File: src/hdl/hed_pkg.sv
// Shared types, constants and helpers for the hex escape decoder.
// No dependencies; every other file in hdl/ refers to this package.
package hed_pkg;

    localparam logic [7:0] CH_UNDER    = 8'h5F;
    localparam logic [7:0] CH_X        = 8'h78;
    localparam logic [7:0] NIBBLE_MASK = 8'h0F;
    localparam int         QUEUE_DEPTH = 4;

    localparam logic [7:0] PREFIX [4] = '{CH_UNDER, CH_UNDER, CH_X, CH_UNDER};

    typedef enum logic [2:0] {
        PFX_IDLE  = 3'd0,
        PFX_U1    = 3'd1,
        PFX_U2    = 3'd2,
        PFX_X     = 3'd3,
        PFX_U3    = 3'd4,
        PFX_DIGIT = 3'd5
    } pfx_state_t;

    typedef struct packed {
        logic [7:0] in_byte;
        logic       is_last;
    } in_item_t;

    typedef struct packed {
        logic [7:0] out_byte;
        logic       run_last;
        logic       stream_end;
    } out_item_t;

    typedef struct packed {
        logic [2:0] held;
        logic [7:0] tail;
        logic       last;
    } cmd_t;

    typedef struct packed {
        logic valid;
        cmd_t cmd;
    } q_head_t;

    function automatic logic [7:0] hex_value(input logic [7:0] b);
        logic [7:0] v;
        v = b;
        if (b inside {[8'h30:8'h39]})
        begin
            v = b - 8'h30;
        end
        else if (b inside {[8'h61:8'h66]})
        begin
            v = b - 8'h57;
        end
        else if (b inside {[8'h41:8'h46]})
        begin
            v = b - 8'h37;
        end
        return v;
    endfunction

endpackage

File: src/hdl/hed_front.sv
// Front end of the hex escape decoder: tracks the escape prefix and turns
// accepted requests into emit requests for the back end. Uses hed_pkg.
module hed_front (
    input  logic             clk,
    input  logic             rst_n,
    input  logic             accept,
    input  hed_pkg::in_item_t item,
    output logic             cmd_push,
    output hed_pkg::cmd_t    cmd
);

    hed_pkg::pfx_state_t state_reg, state_next;
    logic [7:0]          first_digit_reg, first_digit_next;
    logic [7:0]          hv;
    logic [2:0]          held_cnt;

    always_ff @(posedge clk or negedge rst_n)
    begin
        if (!rst_n)
        begin
            state_reg <= hed_pkg::PFX_IDLE;
        end
        else
        begin
            state_reg <= state_next;
        end
    end

    always_ff @(posedge clk)
    begin
        first_digit_reg <= first_digit_next;
    end

    always_comb
    begin
        hv = hed_pkg::hex_value(item.in_byte);
        case (state_reg)
            hed_pkg::PFX_U1: held_cnt = 3'd1;
            hed_pkg::PFX_U2: held_cnt = 3'd2;
            hed_pkg::PFX_X:  held_cnt = 3'd3;
            hed_pkg::PFX_U3: held_cnt = 3'd4;
            default:         held_cnt = 3'd0;
        endcase
    end

    always_comb
    begin
        state_next       = state_reg;
        first_digit_next = first_digit_reg;
        cmd_push         = 1'b0;
        cmd.held         = 3'd0;
        cmd.tail         = item.in_byte;
        cmd.last         = item.is_last;
        if (accept)
        begin
            if (state_reg == hed_pkg::PFX_DIGIT)
            begin
                cmd.tail   = {first_digit_reg[3:0], 4'b0000} | (hv & hed_pkg::NIBBLE_MASK);
                cmd_push   = 1'b1;
                state_next = hed_pkg::PFX_IDLE;
            end
            else if (item.is_last)
            begin
                cmd.held   = held_cnt;
                cmd_push   = 1'b1;
                state_next = hed_pkg::PFX_IDLE;
            end
            else
            begin
                case (state_reg)
                    hed_pkg::PFX_IDLE:
                    begin
                        if (item.in_byte == hed_pkg::CH_UNDER)
                        begin
                            state_next = hed_pkg::PFX_U1;
                        end
                        else
                        begin
                            cmd_push = 1'b1;
                        end
                    end
                    hed_pkg::PFX_U1:
                    begin
                        if (item.in_byte == hed_pkg::CH_UNDER)
                        begin
                            state_next = hed_pkg::PFX_U2;
                        end
                        else
                        begin
                            cmd.held   = held_cnt;
                            cmd_push   = 1'b1;
                            state_next = hed_pkg::PFX_IDLE;
                        end
                    end
                    hed_pkg::PFX_U2:
                    begin
                        if (item.in_byte == hed_pkg::CH_X)
                        begin
                            state_next = hed_pkg::PFX_X;
                        end
                        else if (item.in_byte == hed_pkg::CH_UNDER)
                        begin
                            cmd_push = 1'b1;
                        end
                        else
                        begin
                            cmd.held   = held_cnt;
                            cmd_push   = 1'b1;
                            state_next = hed_pkg::PFX_IDLE;
                        end
                    end
                    hed_pkg::PFX_X:
                    begin
                        if (item.in_byte == hed_pkg::CH_UNDER)
                        begin
                            state_next = hed_pkg::PFX_U3;
                        end
                        else
                        begin
                            cmd.held   = held_cnt;
                            cmd_push   = 1'b1;
                            state_next = hed_pkg::PFX_IDLE;
                        end
                    end
                    hed_pkg::PFX_U3:
                    begin
                        first_digit_next = hv;
                        state_next       = hed_pkg::PFX_DIGIT;
                    end
                    default:
                    begin
                        cmd_push   = 1'b1;
                        state_next = hed_pkg::PFX_IDLE;
                    end
                endcase
            end
        end
    end

endmodule

File: src/hdl/hed_queue.sv
// Short queue of emit requests between front and back of the decoder.
// Uses hed_pkg for the request type.
module hed_queue #(
    parameter int DEPTH = hed_pkg::QUEUE_DEPTH
) (
    input  logic             clk,
    input  logic             rst_n,
    input  logic             wr_en,
    input  hed_pkg::cmd_t    wr_cmd,
    input  logic             rd_en,
    output hed_pkg::q_head_t head,
    output logic             full
);

    localparam int PTR_W = (DEPTH > 1) ? $clog2(DEPTH) : 1;
    localparam int CNT_W = $clog2(DEPTH + 1);

    hed_pkg::cmd_t    mem_reg [DEPTH];
    logic [PTR_W-1:0] wr_ptr_reg, wr_ptr_next;
    logic [PTR_W-1:0] rd_ptr_reg, rd_ptr_next;
    logic [CNT_W-1:0] count_reg, count_next;
    logic             do_wr, do_rd;

    assign full       = (count_reg == CNT_W'(DEPTH));
    assign head.valid = (count_reg != '0);
    assign head.cmd   = mem_reg[rd_ptr_reg];
    assign do_wr      = wr_en && !full;
    assign do_rd      = rd_en && head.valid;

    always_comb
    begin
        wr_ptr_next = wr_ptr_reg;
        rd_ptr_next = rd_ptr_reg;
        count_next  = count_reg;
        if (do_wr)
        begin
            wr_ptr_next = (wr_ptr_reg == PTR_W'(DEPTH - 1)) ? '0 : wr_ptr_reg + 1'b1;
        end
        if (do_rd)
        begin
            rd_ptr_next = (rd_ptr_reg == PTR_W'(DEPTH - 1)) ? '0 : rd_ptr_reg + 1'b1;
        end
        if (do_wr && !do_rd)
        begin
            count_next = count_reg + 1'b1;
        end
        else if (do_rd && !do_wr)
        begin
            count_next = count_reg - 1'b1;
        end
    end

    always_ff @(posedge clk or negedge rst_n)
    begin
        if (!rst_n)
        begin
            wr_ptr_reg <= '0;
            rd_ptr_reg <= '0;
            count_reg  <= '0;
        end
        else
        begin
            wr_ptr_reg <= wr_ptr_next;
            rd_ptr_reg <= rd_ptr_next;
            count_reg  <= count_next;
        end
    end

    always_ff @(posedge clk)
    begin
        if (do_wr)
        begin
            mem_reg[wr_ptr_reg] <= wr_cmd;
        end
    end

    wr_not_full_a: assert property (@(posedge clk) disable iff (!rst_n)
        wr_en |-> !full)
        else $error("emit request pushed into a full queue");

    count_bound_a: assert property (@(posedge clk) disable iff (!rst_n)
        count_reg <= CNT_W'(DEPTH))
        else $error("queue count beyond depth");

    count_track_a: assert property (@(posedge clk) disable iff (!rst_n)
        (do_wr && !do_rd) |=> (count_reg == $past(count_reg) + 1'b1))
        else $error("queue count lost a write");

endmodule

File: src/hdl/hed_back.sv
// Back end (uses hed_pkg): expands each emit request into held prefix bytes
// and a final byte to the result register, one per cycle while it is free.
module hed_back (
    input  logic               clk,
    input  logic               rst_n,
    input  hed_pkg::q_head_t   head,
    output logic               deq,
    input  logic               pop,
    output logic               empty,
    output hed_pkg::out_item_t result
);

    logic [2:0]         k_reg, k_next;
    logic               valid_reg, valid_next;
    hed_pkg::out_item_t res_reg, res_next;
    logic               load, emit, at_tail;

    assign load    = !valid_reg || pop;
    assign emit    = head.valid && load;
    assign at_tail = (k_reg >= head.cmd.held);
    assign deq     = emit && at_tail;
    assign empty   = !valid_reg;
    assign result  = res_reg;

    always_comb
    begin
        k_next     = k_reg;
        valid_next = valid_reg;
        res_next   = res_reg;
        if (load)
        begin
            valid_next = emit;
        end
        if (emit)
        begin
            if (at_tail)
            begin
                res_next.out_byte   = head.cmd.tail;
                res_next.run_last   = 1'b1;
                res_next.stream_end = head.cmd.last;
                k_next              = 3'd0;
            end
            else
            begin
                res_next.out_byte   = hed_pkg::PREFIX[k_reg[1:0]];
                res_next.run_last   = 1'b0;
                res_next.stream_end = 1'b0;
                k_next              = k_reg + 3'd1;
            end
        end
    end

    always_ff @(posedge clk or negedge rst_n)
    begin
        if (!rst_n)
        begin
            k_reg     <= 3'd0;
            valid_reg <= 1'b0;
        end
        else
        begin
            k_reg     <= k_next;
            valid_reg <= valid_next;
        end
    end

    always_ff @(posedge clk)
    begin
        res_reg <= res_next;
    end

    k_in_request_a: assert property (@(posedge clk) disable iff (!rst_n)
        (k_reg != 3'd0) |-> (head.valid && (k_reg <= head.cmd.held)))
        else $error("prefix index outside the current request");

    end_is_final_a: assert property (@(posedge clk) disable iff (!rst_n)
        (valid_reg && res_reg.stream_end) |-> res_reg.run_last)
        else $error("stream end on a non-final byte");

    held_is_prefix_a: assert property (@(posedge clk) disable iff (!rst_n)
        (valid_reg && !res_reg.run_last) |->
            (res_reg.out_byte == hed_pkg::CH_UNDER || res_reg.out_byte == hed_pkg::CH_X))
        else $error("held byte is not a prefix character");

endmodule

File: src/hdl/hex_escape_decoder.sv
// An accepted request reaches the result ports through the request queue and the result register.
// One request is accepted per cycle while each yields at most one byte and the
// result is popped; a request that releases n held bytes makes the back end emit n + 1 bytes.
// The QUEUE_DEPTH-entry request queue lets the front keep accepting meanwhile.
// Reset (rst_n low, asynchronous) clears the prefix tracker and queue and empties the result.
// Uses hed_pkg; instantiates hed_front, hed_queue and hed_back.
module hex_escape_decoder #(
    parameter int QUEUE_DEPTH = hed_pkg::QUEUE_DEPTH
) (
    input  logic               clk,
    input  logic               rst_n,
    input  logic               push,
    output logic               full,
    input  hed_pkg::in_item_t  item,
    output logic               empty,
    input  logic               pop,
    output hed_pkg::out_item_t result
);

    logic             accept;
    logic             cmd_push;
    hed_pkg::cmd_t    cmd;
    hed_pkg::q_head_t head;
    logic             deq;

    assign accept = push && !full;

    hed_front u_front (
        .clk      (clk),
        .rst_n    (rst_n),
        .accept   (accept),
        .item     (item),
        .cmd_push (cmd_push),
        .cmd      (cmd)
    );

    hed_queue #(
        .DEPTH (QUEUE_DEPTH)
    ) u_queue (
        .clk    (clk),
        .rst_n  (rst_n),
        .wr_en  (cmd_push),
        .wr_cmd (cmd),
        .rd_en  (deq),
        .head   (head),
        .full   (full)
    );

    hed_back u_back (
        .clk    (clk),
        .rst_n  (rst_n),
        .head   (head),
        .deq    (deq),
        .pop    (pop),
        .empty  (empty),
        .result (result)
    );

endmodule
File: config.mk
export PLATFORM = sky130hd
export DESIGN_NAME = hex_escape_decoder
export DESIGN_NICKNAME = d
export VERILOG_FILES = /design/src/hdl/hed_pkg.sv /design/src/hdl/hed_front.sv /design/src/hdl/hed_queue.sv /design/src/hdl/hed_back.sv /design/src/hdl/hex_escape_decoder.sv
export SDC_FILE = /design/constraint.sdc
export NUM_CORES = 1
export LEC_CHECK = 0
export BUFFER_PORTS_ARGS = -buffer_cell sky130_fd_sc_hd__buf_2
export CELL_PAD_IN_SITES_DETAIL_PLACEMENT = 1
export CELL_PAD_IN_SITES_GLOBAL_PLACEMENT = 1
export CORE_MARGIN = 8
export CORE_UTILIZATION = 46
export CTS_CLUSTER_DIAMETER = 200
export CTS_CLUSTER_SIZE = 28
export DETAILED_ROUTE_END_ITERATION = 6
export GPL_TIMING_DRIVEN = 0
export PLACE_DENSITY = 0.84
export SLEW_MARGIN = 25
export SYNTH_ARGS = -nofsm -noshare
export SYNTH_HDL_FRONTEND = slang
export SYNTH_HIERARCHICAL = 1
export SYNTH_SLANG_ARGS = --single-unit
File: constraint.sdc
create_clock -name clk -period 3.1 [get_ports clk]
set_input_delay 0 -clock clk [delete_from_list [all_inputs] [get_ports clk]]
set_output_delay 0 -clock clk [all_outputs]
set_load 0.05 [all_outputs]
==> run_results.csv, run 1 <==
group,metric,value,unit
outcome,run_status,"complete, no violations",
final_layout,regArea,2210,um2
drt,drtIter0Drc,64,
synthesis,synth_common_cells,"edfxtp_1, ha_1, dfrtp_1, nand2_1",
critical_path,reg2reg_depth,13,
critical_path,worstSetupPathType,"flip-flop to flip-flop",
drt,drc_errors,0,
clock_network,clock-sinks,76,
drt,avgViaCountPerCell,5.29,
critical_path,reg2reg_to,"u_queue/count_reg[1]$_DFFE_PN0P_",
critical_path,r2r_slack,0.07,ns
final_layout,area_growth_syn_to_layout,18.6,%
synthesis,synth_top_area_share,50.8,%
timing,period_share,97.9,%
synthesis,synth-seq-cells,76,
synthesis,yosysUniqueCellTypes,52,
place,dp_hpwl,4990,um
clock_network,clock_latency,0.34,ns
floorplan,placeableCoreArea,7730,um2
floorplan,die_area,11100,um2
critical_path,r2r-start,"u_queue/rd_ptr_reg[0]$_DFFE_PN0P_",
floorplan,fp.dieH,105,um
synthesis,ys_warn_count,6,
run,cap_viol_max_count,0,
clock_network,cts_max_path_buffers,2,
drt,firstDrtPassIters,4,
floorplan,rows,32,
clock_network,htree_levels,3,
final_layout,final_area,4350,um2
timing,setup_tns,0,ns
final_layout,largest_reg_flops,48,
synthesis,synthFlopType,"edfxtp_1",
drt,detail_route.wl_per_cell,18.3,um
power,vdd_drop_max,0.337,mV
synthesis,synth.area.top_cells,"edfxtp_1, dfrtp_1, mux4_2, ha_1, mux2_2",
timing,finalHoldViolCount,0,
global_route,grt_pass1_vias,2278,
floorplan,fp.dieW,105,um
clock_network,cts_buffers,9,
floorplan,io_pins,25,
synthesis,synth-edff-count,62,
drt,via_count,2041,
place,placed_cell_area,3920,um2
synthesis,yosys.area.top_type,"edfxtp_1",
global_route,antenna_found_initial,0,
synthesis,postSynthCellCount,233,
final_layout,finalNonFillerCells,386,
final_layout,diodes,0,
timing,worstMarginPinSlew,0.650,ns
global_route,grt_pass1_wl,11600,um
synthesis,syn_area,3660,um2
timing,relSlewSlack,56.3,%
timing,final_max_slew_viol_count,0,
place,dp.cells,358,
power,p_leak,0.00169,uW
global_route,grt_max_degree,15,
final_layout,drive_gt1_share,38.4,%
drt,drt-total-wl,7050,um
synthesis,yosysMostFrequentCell,"edfxtp_1",
synthesis,synthesis.nets,262,
power,p_per_area,1000,nW/um2
place,gp_congestion,0.815,
worst_hold_path,hp-start,"item[3]",
clock_network,cts_root_buf,"clkbuf_8",
critical_path,crit_fanout,5,
floorplan,initial_core_util,47.4,%
synthesis,synthArstFlopShare,18.4,%
synthesis,avgSynthCellArea,15.7,um2
global_route,grt_usage,13.5,%
place,pre_cts_slack,-0.287,ns
clock_network,cts_tree,"built",
critical_path,cp.required,3.33,ns
critical_path,arrival,3.27,ns
timing,setup_viol,0,
timing,fmax,330,MHz
final_layout,multi_input_area,1380,um2
timing,layout_setup_ws,0.0656,ns
worst_hold_path,hold_depth,2,
worst_hold_path,hp-class,"input pin to flip-flop",
synthesis,synth-seq-area-share,60.4,%
worst_hold_path,holdPathEnd,"u_front/first_digit_reg[2]$_DFFE_PP_",
critical_path,critPathLaunchType,"flip-flop",
place,port_buffers,23,
timing,holdWs,0.0433,ns
timing,fin_crit,3.03,ns
final_layout,nFillCells,738,
clock_network,clk_pin_slew,0.08,ns
critical_path,end_kind,"flip-flop",
timing,clock_skew,0.00591,ns
final_layout,final_nets,308,
global_route,grt_remaining_overflow,0,
drt,ant_nets,0,
==> per-layer routing <==
metal	global-route usage [%]	wire, um	vias to the layer above
met3	3.90	276	7
met5	0	0	-
met1	14.9	3010	1035
met2	23.4	3680	37
li1	-	-	962
met4	6.73	90	0
==> worst max-delay path by stage <==
stage | start | end | slack [ns]
2_1_floorplan | u_queue/rd_ptr_reg[0]$_DFFE_PN0P_ | u_queue/count_reg[2]$_DFFE_PN0P_ | 0.007
5_1_grt | u_queue/rd_ptr_reg[0]$_DFFE_PN0P_ | u_queue/count_reg[1]$_DFFE_PN0P_ | -0.003
4_1_cts | u_queue/rd_ptr_reg[0]$_DFFE_PN0P_ | u_queue/count_reg[2]$_DFFE_PN0P_ | 0.004
3_3_place_gp | u_queue/rd_ptr_reg[0]$_DFFE_PN0P_ | u_queue/count_reg[1]$_DFFE_PN0P_ | -0.23
6_report | u_queue/rd_ptr_reg[0]$_DFFE_PN0P_ | u_queue/count_reg[1]$_DFFE_PN0P_ | 0.07
3_5_place_dp | u_queue/rd_ptr_reg[0]$_DFFE_PN0P_ | u_queue/count_reg[1]$_DFFE_PN0P_ | -0.29
==> report_power, final <==
group / total (uW) / switching [uW] / internal, uW
registers: 1560 / 129 / 1430
clock network: 972 / 354 / 618
logic: 1820 / 987 / 833
==> logic make-up after synthesis <==
logic type | count (synthesis) | share of synthesized area [%]
compound gates | 28 | 5.22
fa+ha+maj | 16 | 5.67
xor+xnor | 4 | 0.956
mux | 25 | 11.9
flops | 76 | 60.4
buf+inv | 22 | 3.72
simple gates | 62 | 12.2
==> timing repair <==
item	4_1_cts	5_1_grt
hold buffers	3	0
gates resized for setup	7	5
buffers inserted	6	3
hold endpoints to repair	16	0
setup endpoints to repair	2	2
pin swaps	5	7
==> area by class of cell <==
type / instances / share of cell area (%)
clock buffer: 10 / 2.94
tap: 102 / 2.94
inverter: 12 / 1.04
sequential: 76 / 50.9
buffer: 10 / 2.36
timing repair buffer: 35 / 4.89
multi-input combinational: 135 / 31.8
clock inverter: 6 / 3.14
==> cells in the final DEF, fill, tap and decap left out, drive strengths merged, types with 2 or more instances in the layout <==
| cell type | netlist | final |
|---|---|---|
| a21o | 2 | 2 |
| a21oi | 4 | 4 |
| and2 | 7 | 7 |
| buf | 8 | 39 |
| bufinv | 0 | 4 |
| clkbuf | 2 | 13 |
| dfrtp | 14 | 14 |
| dlygate4sd3 | 0 | 3 |
| edfxtp | 62 | 62 |
| ha | 15 | 15 |
| inv | 12 | 12 |
| mux2 | 13 | 13 |
| mux4 | 12 | 12 |
| nand2 | 15 | 15 |
| nand2b | 6 | 6 |
| nand3 | 3 | 3 |
| nand3b | 2 | 2 |
| nand4b | 2 | 2 |
| nor2 | 8 | 8 |
| nor2b | 3 | 3 |
| nor3 | 2 | 2 |
| nor3b | 2 | 2 |
| nor4 | 2 | 2 |
| nor4b | 3 | 3 |
| o21ai | 11 | 11 |
| o22ai | 2 | 2 |
| o31ai | 2 | 2 |
| or2b | 3 | 3 |
| or3 | 3 | 3 |
| xnor2 | 2 | 2 |
| xor2 | 2 | 2 |
==> worst max-delay path, cell delays in order (launching register included) <==
cell and delay [ns]:
dfrtp_1 0.40, buf_6 0.14, buf_12 0.10, mux4_2 0.52
ha_4 0.30, nor2b_4 0.04, o21ai_4 0.17, buf_6 0.13
and2_4 0.15, nand2_4 0.06, ha_4 0.15, inv_1 0.08
fa_2 0.43, mux2_2 0.26
==> metrics by stage <==
stage	utilization (%)	power [uW]
finish	56.3	4360
global route	56.3	4600
CTS	55.4	4290
detailed placement	50.7	3180
global placement	50.7	3090
floorplan	-	2820
No activity file was read; power rests on OpenSTA's default activity.
==> inputs of run 2 (changes only) <==
--- a/config.mk
+++ b/config.mk
@@ -14,7 +14,7 @@
 export CTS_CLUSTER_SIZE = 28
 export DETAILED_ROUTE_END_ITERATION = 6
 export GPL_TIMING_DRIVEN = 0
-export PLACE_DENSITY = 0.84
+export PLACE_DENSITY_LB_ADDON = 0.1
 export SLEW_MARGIN = 25
 export SYNTH_ARGS = -nofsm -noshare
 export SYNTH_HDL_FRONTEND = slang
==> run_results.csv, run 2 (synthesized netlist as in run 1, its figures left out) <==
group,metric,value,unit
drt,drt-total-wl,6690,um
floorplan,rows,32,
run,cap_viol_max_count,0,
drt,via_count,2013,
global_route,grt-busiest-layer,"met2",
global_route,grt_max_degree,15,
critical_path,crit_fanout,4,
drt,drtIter0Drc,90,
critical_path,slowest_delay,0.55,ns
global_route,use_met2,20.1,%
floorplan,initial_core_util,47.4,%
floorplan,io_pins,25,
timing,final_max_slew_viol_count,0,
drt,avgViaCountPerCell,5.26,
global_route,use_met3,3.78,%
global_route,grt_pass1_wl,11200,um
floorplan,fp.dieW,105,um
critical_path,end_kind,"flip-flop",
clock_network,clk_pin_slew,0.08,ns
global_route,grt_pass1_vias,2141,
final_layout,layout_commonest_cell,"edfxtp_1",
clock_network,clock-sinks,76,
timing,period_share,97.3,%
timing,holdWs,0.0178,ns
critical_path,worstSetupPathType,"flip-flop to flip-flop",
final_layout,nFillCells,745,
clock_network,cts_buffers,9,
clock_network,cts_tree,"built",
final_layout,area_growth_syn_to_layout,15.6,%
clock_network,cts_root_buf,"clkbuf_8",
critical_path,crit_path_cell_trace,"buf_6 -> buf_12 -> mux4_2 -> ha_4 -> nor2b_4 -> o21ai_4 -> buf_6 -> and2_4 -> nand2_4 -> ha_4 -> inv_1 -> fa_2 -> mux2_2",
clock_network,clock_latency,0.34,ns
place,port_buffers,23,
global_route,grt_usage,13.0,%
timing,relSlewSlack,55.1,%
floorplan,die_area,11100,um2
clock_network,cts_max_path_buffers,2,
critical_path,cp_num_buf_inv,4,
final_layout,final_nets,305,
critical_path,slowest_stage,"mux4_2",
global_route,grt_remaining_overflow,0,
floorplan,placeableCoreArea,7730,um2
critical_path,cp_top_family,"adder cells",
final_layout,largest_reg_flops,48,
timing,fmax,332,MHz
timing,finalHoldViolCount,0,
worst_hold_path,hp-class,"input pin to flip-flop",
timing,rsz0062_at_grt,"yes",
place,dp_hpwl,4700,um
global_route,antenna_found_initial,0,
clock_network,htree_levels,3,
final_layout,most-common-layout-cells,"edfxtp_1, buf_2, nand2_1, dfrtp_1, ha_1",
final_layout,drive_gt1_share,37.0,%
timing,clock_skew,0.00685,ns
place,gp_congestion,0.765,
final_layout,diodes,0,
drt,ant_nets,0,
outcome,run_status,"complete, no violations",
critical_path,cp.required,3.33,ns
power,p_leak,0.00165,uW
timing,setup_viol,0,
final_layout,final_area,4240,um2
drt,detail_route.wl_per_cell,17.5,um
critical_path,critPathLaunchType,"flip-flop",
drt,drc_errors,0,
timing,worstMarginPinSlew,0.665,ns
drt,firstDrtPassIters,4,
place,placed_cell_area,3920,um2
timing,fin_crit,3.02,ns
power,p_per_area,951,nW/um2
global_route,use_met1,16.6,%
critical_path,arrival,3.25,ns
power,vdd_drop_max,0.271,mV
floorplan,fp.dieH,105,um
==> run 2: report_power, final <==
group	internal (uW)	switching, uW	total, uW
Sequential	1430	122	1560
Combinational	778	949	1730
Clock	374	374	748
==> run 2: timing repair <==
| action | in CTS | in global routing |
|---|---|---|
| endpoints found under the hold margin | 16 | 0 |
| resized for setup | 7 | 2 |
| pin swaps | 4 | 3 |
| hold buffers | 3 | 0 |
| buffers inserted | 5 | 1 |
| endpoints found under the setup margin | 2 | 2 |
==> run 2: through the flow <==
stage	total power (uW)	worst slack (ns)	setup TNS, ns	utilization (%)	std cells
2_1_floorplan	2820	0.00730	0	-	233
3_3_place_gp	3120	-0.282	-0.534	50.7	358
3_5_place_dp	3180	-0.328	-0.634	50.7	358
4_1_cts	4070	0.0387	0	54.7	382
5_1_grt	4290	-0.00539	-0.00550	54.8	383
6_report	4030	0.0840	0	54.8	383
==> run 2: cell type report <==
class,instances,area (um2),share of cell area [%]
plain buffers,10,103,2.42
clock buffers,9,124,2.92
clock inverters,7,75.1,1.77
inverters,12,45.0,1.06
multi-input cells,135,1360,32.1
flip-flops and latches,76,2210,52.2
well taps,102,128,3.01
repair buffers,32,190,4.49
==> run 2: path summary, 6_finish.rpt <==
check,from,to,slack [ns],cells after the start
min reg2reg,u_queue/count_reg[2]$_DFFE_PN0P_,u_queue/count_reg[2]$_DFFE_PN0P_,0.51,1
max reg2reg,u_queue/rd_ptr_reg[0]$_DFFE_PN0P_,u_queue/count_reg[1]$_DFFE_PN0P_,0.08,13
min,item[3],u_front/first_digit_reg[2]$_DFFE_PP_,0.02,2
max,u_queue/rd_ptr_reg[0]$_DFFE_PN0P_,u_queue/count_reg[1]$_DFFE_PN0P_,0.08,13
max in group asynchronous,rst_n,u_back/k_reg[0]$_DFFE_PN0P_,2.74,2
min in group asynchronous,rst_n,u_front/state_reg[2]$_DFFE_PN0P_,0.09,2
==> run 2: routing by layer <==
| layer | up-vias | wire [um] |
|---|---|---|
| met3 | 5 | 298 |
| met5 | - | 0 |
| met1 | 1009 | 3070 |
| met4 | 0 | 87 |
| met2 | 42 | 3240 |
| li1 | 957 | - |
